## src/hw/rtl/mme_pkg.sv

```systemverilog
// Shared types, constants and command codes for the matrix multiply engine.
// No dependencies; every other file in hw/rtl imports this package.
package mme_pkg;

    localparam int MAX_DIM_DEF   = 8;
    localparam int FRAC_BITS_DEF = 16;
    localparam int DIM_W         = 4;
    localparam int IDX_W         = 3;
    localparam int DATA_W        = 32;
    localparam int PROD_W        = 2 * DATA_W;
    localparam int SUM_W         = PROD_W + 4;
    localparam int REG_IDX_W     = 2;

    typedef enum logic [1:0] {
        CMD_LOAD_A  = 2'd0,
        CMD_LOAD_X  = 2'd1,
        CMD_COMPUTE = 2'd2,
        CMD_NONE    = 2'd3
    } cmd_t;

    localparam logic [REG_IDX_W-1:0] REG_ROWS_OF_A    = 2'd0;
    localparam logic [REG_IDX_W-1:0] REG_INNER_LENGTH = 2'd1;
    localparam logic [REG_IDX_W-1:0] REG_COLS_OF_X    = 2'd2;

    typedef struct packed {
        cmd_t                      command;
        logic [IDX_W-1:0]          row_index;
        logic [IDX_W-1:0]          col_index;
        logic signed [DATA_W-1:0]  element_value;
    } in_item_t;

    typedef struct packed {
        logic [IDX_W-1:0]          out_row;
        logic [IDX_W-1:0]          out_col;
        logic signed [DATA_W-1:0]  product_value;
        logic                      saturated;
        logic                      last;
    } out_item_t;

    // Token that walks the cell chain: which product element it carries.
    typedef struct packed {
        logic             valid;
        logic             last;
        logic [IDX_W-1:0] row;
        logic [IDX_W-1:0] col;
    } tok_t;

    // Store write broadcast to all cells; lane selects the target cell.
    typedef struct packed {
        logic              a_we;
        logic              x_we;
        logic [IDX_W-1:0]  lane;
        logic [IDX_W-1:0]  entry;
        logic [DATA_W-1:0] data;
    } wr_t;

endpackage

```

## src/hw/rtl/mme_cell.sv

```systemverilog
// One multiply-accumulate cell of the chain: holds column K of A and row K of X.
// Depends on mme_pkg.
module mme_cell
    import mme_pkg::*;
#(
    parameter int K       = 0,
    parameter int MAX_DIM = MAX_DIM_DEF
)
(
    input  logic                    clk,
    input  logic                    rst_n,
    input  logic                    advance,
    input  logic [DIM_W-1:0]        inner_n,
    input  wr_t                     wr,
    input  tok_t                    tok_in,
    input  logic signed [SUM_W-1:0] sum_in,
    output tok_t                    tok_out,
    output logic signed [SUM_W-1:0] sum_out
);

    localparam int ENT_W = (MAX_DIM > 1) ? $clog2(MAX_DIM) : 1;

    logic [DATA_W-1:0] a_mem_reg [MAX_DIM];
    logic [DATA_W-1:0] x_mem_reg [MAX_DIM];

    tok_t                    tok1_reg, tok2_reg;
    logic                    valid1_reg, valid2_reg;
    logic signed [SUM_W-1:0] sum1_reg, sum2_reg;
    logic signed [PROD_W-1:0] prod_reg, prod_next;
    logic signed [SUM_W-1:0] sum2_next;
    logic                    active;
    logic                    sel;

    assign active = (DIM_W'(K) < inner_n);
    assign sel    = (wr.lane == IDX_W'(K));

    always_comb
    begin
        if (active)
            prod_next = $signed(a_mem_reg[tok_in.row[ENT_W-1:0]]) *
                        $signed(x_mem_reg[tok_in.col[ENT_W-1:0]]);
        else
            prod_next = '0;
        sum2_next = sum1_reg + {{(SUM_W-PROD_W){prod_reg[PROD_W-1]}}, prod_reg};
    end

    always_ff @(posedge clk)
    begin
        if (wr.a_we && sel)
            a_mem_reg[wr.entry[ENT_W-1:0]] <= wr.data;
        if (wr.x_we && sel)
            x_mem_reg[wr.entry[ENT_W-1:0]] <= wr.data;
    end

    // Only the valid bits are reset; the rest of the token rides along unreset.
    always_ff @(posedge clk or negedge rst_n)
    begin
        if (!rst_n)
        begin
            valid1_reg <= 1'b0;
            valid2_reg <= 1'b0;
        end
        else if (advance)
        begin
            valid1_reg <= tok_in.valid;
            valid2_reg <= valid1_reg;
        end
    end

    always_ff @(posedge clk)
    begin
        if (advance)
        begin
            sum1_reg <= sum_in;
            prod_reg <= prod_next;
            sum2_reg <= sum2_next;
            tok1_reg <= tok_in;
            tok2_reg <= tok1_reg;
        end
    end

    always_comb
    begin
        tok_out       = tok2_reg;
        tok_out.valid = valid2_reg;
    end

    assign sum_out = sum2_reg;

endmodule
```

## config.mk

```make
export PLATFORM = sky130hd
export DESIGN_NAME = mme_cell
export DESIGN_NICKNAME = d
export VERILOG_FILES = /design/src/hw/rtl/mme_pkg.sv /design/src/hw/rtl/mme_cell.sv
export SDC_FILE = /design/constraint.sdc
export NUM_CORES = 2
export LEC_CHECK = 0
export CAP_MARGIN = 5
export CORE_AREA = 5 5 438 440
export CTS_BUF_LIST = sky130_fd_sc_hd__clkbuf_4 sky130_fd_sc_hd__clkbuf_8
export DETAILED_ROUTE_END_ITERATION = 7
export DIE_AREA = 0 0 443 445
export DONT_BUFFER_PORTS = 1
export GPL_TIMING_DRIVEN = 0
export PLACE_DENSITY = 0.52
export SYNTH_ARGS = -nofsm -noshare
export SYNTH_HDL_FRONTEND = slang
export SYNTH_SLANG_ARGS = --single-unit
```

## constraint.sdc

```tcl
create_clock -name clk -period 11.87 [get_ports clk]
set_input_delay 2.9675 -clock clk [delete_from_list [all_inputs] [get_ports clk]]
set_output_delay 2.9675 -clock clk [all_outputs]
set_load 0.1 [all_outputs]
```

==> flow_summary.toml <==
[timing]
fin_crit_ns = 11.68
rsz0062_at_grt = "yes"
fmax_ghz = 0.0856
hold_viol = 0
drv_slew = 0
worst_pin_slew_ns = 1.14
final-setup-viol-count = 0
fin_crit_sh = 0.984
maxSlewHeadroom = 0.241
finClkSkew_ns = 0.120

[critical_path]
crit_slowest_cell = "clkdlybuf4s15_2"
endpoint = "prod_reg[63]"
cp-end-kind = "flip-flop"
start_kind = "input pin"
crit_cells = 27
crit_path_start = "tok_in[2]"
cp_max_fo = 10
reg2reg_to = "prod_reg[53]"
r2r_setup_slack_ns = 2.31
worstPathRequired_ns = 12.48
rr_worst_depth = 24
path_buf_inv = 8
worstPathArrival_ns = 12.29
reg2reg_from = "x_mem_reg[7][30]"
path_class = "in -> reg"
cp_slowest_stage_delay_ns = 0.71
cp_top_family = "adder cells"
cpMostUsedCell = "fa_1"

[synth]
synth-main-ff-cell = "edfxtp_1"
synth-edff-count = 726
synth_cell_types = 86
syn_inst = 5489
synth_top_area_cell = "edfxtp_1"
syn_nets = 6946
synth_most_common_cell = "fa_1"
synth-seq-area-share = 0.335
avgSynthCellArea_um2 = 11.9
synth.cell_area_mm2 = 0.0652
synth_top_cell_area_share = 0.334
synthTopCellsByArea = "edfxtp_1, fa_1, inv_1"
synth_common_cells = "fa_1, inv_1, edfxtp_1"
yosysWarningCount = 0
ys_seq_elements = 728
async_flop_share = 0.00275

[floorplan]
die_area_mm2 = 0.197
rows = 159
initial_core_util = 0.348
fp.dieH_um = 445
coreArea_mm2 = 0.187
ios = 199
die_x_um = 443

[min_path]
whs_path_depth = 0
hold_path_class = "reg -> reg"
worstHoldStart = "tok1_reg[3]"

[clock_tree]
worstSkewPairLatency_ns = 0.99
clock_sinks = 728
cts_buffers = 135
clk_pin_slew_ns = 0.05
cts_tree = "done"
root_buffer = "clkbuf_8"
clockBufferDepth = 3
cts-htree-levels = 4

[global_route]
grt.overflow.total = 0
grt_max_degree = 217
antenna_found_initial = 7
grt_pass1_wl_um = 316000
grt_use_total = 0.220
grt_pass1_vias = 45949

[route]
vias = 42325
drc_errors = 0
via_per_inst = 5.11
drtIter0Drc = 3494
drtPass1Iterations = 5
wire_per_inst_um = 25.8
ant_nets = 0
routed_wl_um = 214000

[finish]
finalNetCount = 7152
fillCellCount = 18028
syn_to_final_growth_pct = 11.7
drive_above_1_share = 0.124
fin_util = 0.389

[placed_design]
hpwl_um = 172000
io_buffers = 0
place_congestion = 0.992

[outcome]
outcome = "finished, final reports clean"

[flow_run]
max_cap_violations = 0
## worst min-delay path by stage
stage	to	slack, ns
4_1_cts	tok_out[3]	0.42
3_3_place_gp	tok_out[4]	0.40
5_1_grt	tok_out[3]	0.42
3_5_place_dp	tok_out[1]	0.41
2_1_floorplan	tok_out[0]	0.40
6_report	tok_out[3]	0.42
## routing by layer
layer  part of all wire  vias up  global-route usage
li1                   -    18097                   -
met1               0.42    22196               0.296
met2               0.45     1646               0.342
met3              0.088      378              0.0545
met4              0.045        8              0.0887
met5            0.00027        -                   0
## cell type report
cell class | count | area, µm² | area share
flip-flops and latches | 728 | 21900 | 0.300
inverters | 987 | 3720 | 0.0510
well taps | 2495 | 3120 | 0.0429
plain buffers | 224 | 1080 | 0.0148
repair buffers | 73 | 911 | 0.0125
clock inverters | 55 | 573 | 0.00787
diodes | 3 | 7.51 | 0.000103
multi-input cells | 3546 | 39400 | 0.541
clock buffers | 176 | 2170 | 0.0297
## repair_timing
action                     CTS  global route
setup buffers                3            15
pin swaps                    2             1
hold buffers                 0             0
setup endpoints to repair   37            19
resized for setup          164            88
gates cloned                 0             0
## layout by cell type (no fill, tap or decap), drive strengths merged, types with 65 or more instances in the layout
| cell | n |
|---|---|
| clkbuf | 375 |
| edfxtp | 726 |
| mux4 | 128 |
| xnor2 | 83 |
| nor2 | 636 |
| ha | 251 |
| o21ai | 75 |
| nand2 | 547 |
| inv | 996 |
| a21oi | 143 |
| buf | 95 |
| fa | 1083 |
| a21o | 65 |
## cell families after synthesis
kind of cell               share of synthesized area
buffers and inverters                         0.0703
adders and majority gates                      0.381
xor gates and xnor gates                      0.0172
and+or+nand+nor                               0.0894
muxes                                         0.0629
AOI/OAI and AO/OA                             0.0442
DFF                                            0.335
## metrics by stage
stage / instances / area, µm² / setup slack (ns) / hold WS [ns] / TNS, ns
floorplan: 5489 / 65200 / 0.0225 / 0.400 / 0
global placement: 7984 / 68300 / -3.23 / 0.404 / -93.40
detailed placement: 8039 / 69300 / -3.12 / 0.405 / -78.78
CTS: 8269 / 72500 / 0.0136 / 0.420 / 0
global route: 8286 / 72800 / -0.00422 / 0.421 / -0.00422
finish: 8287 / 72800 / 0.187 / 0.419 / 0
Power is left out: the tool's default activity adds up to more than one toggle a clock period on the data nets, which glitch-free logic cannot reach.
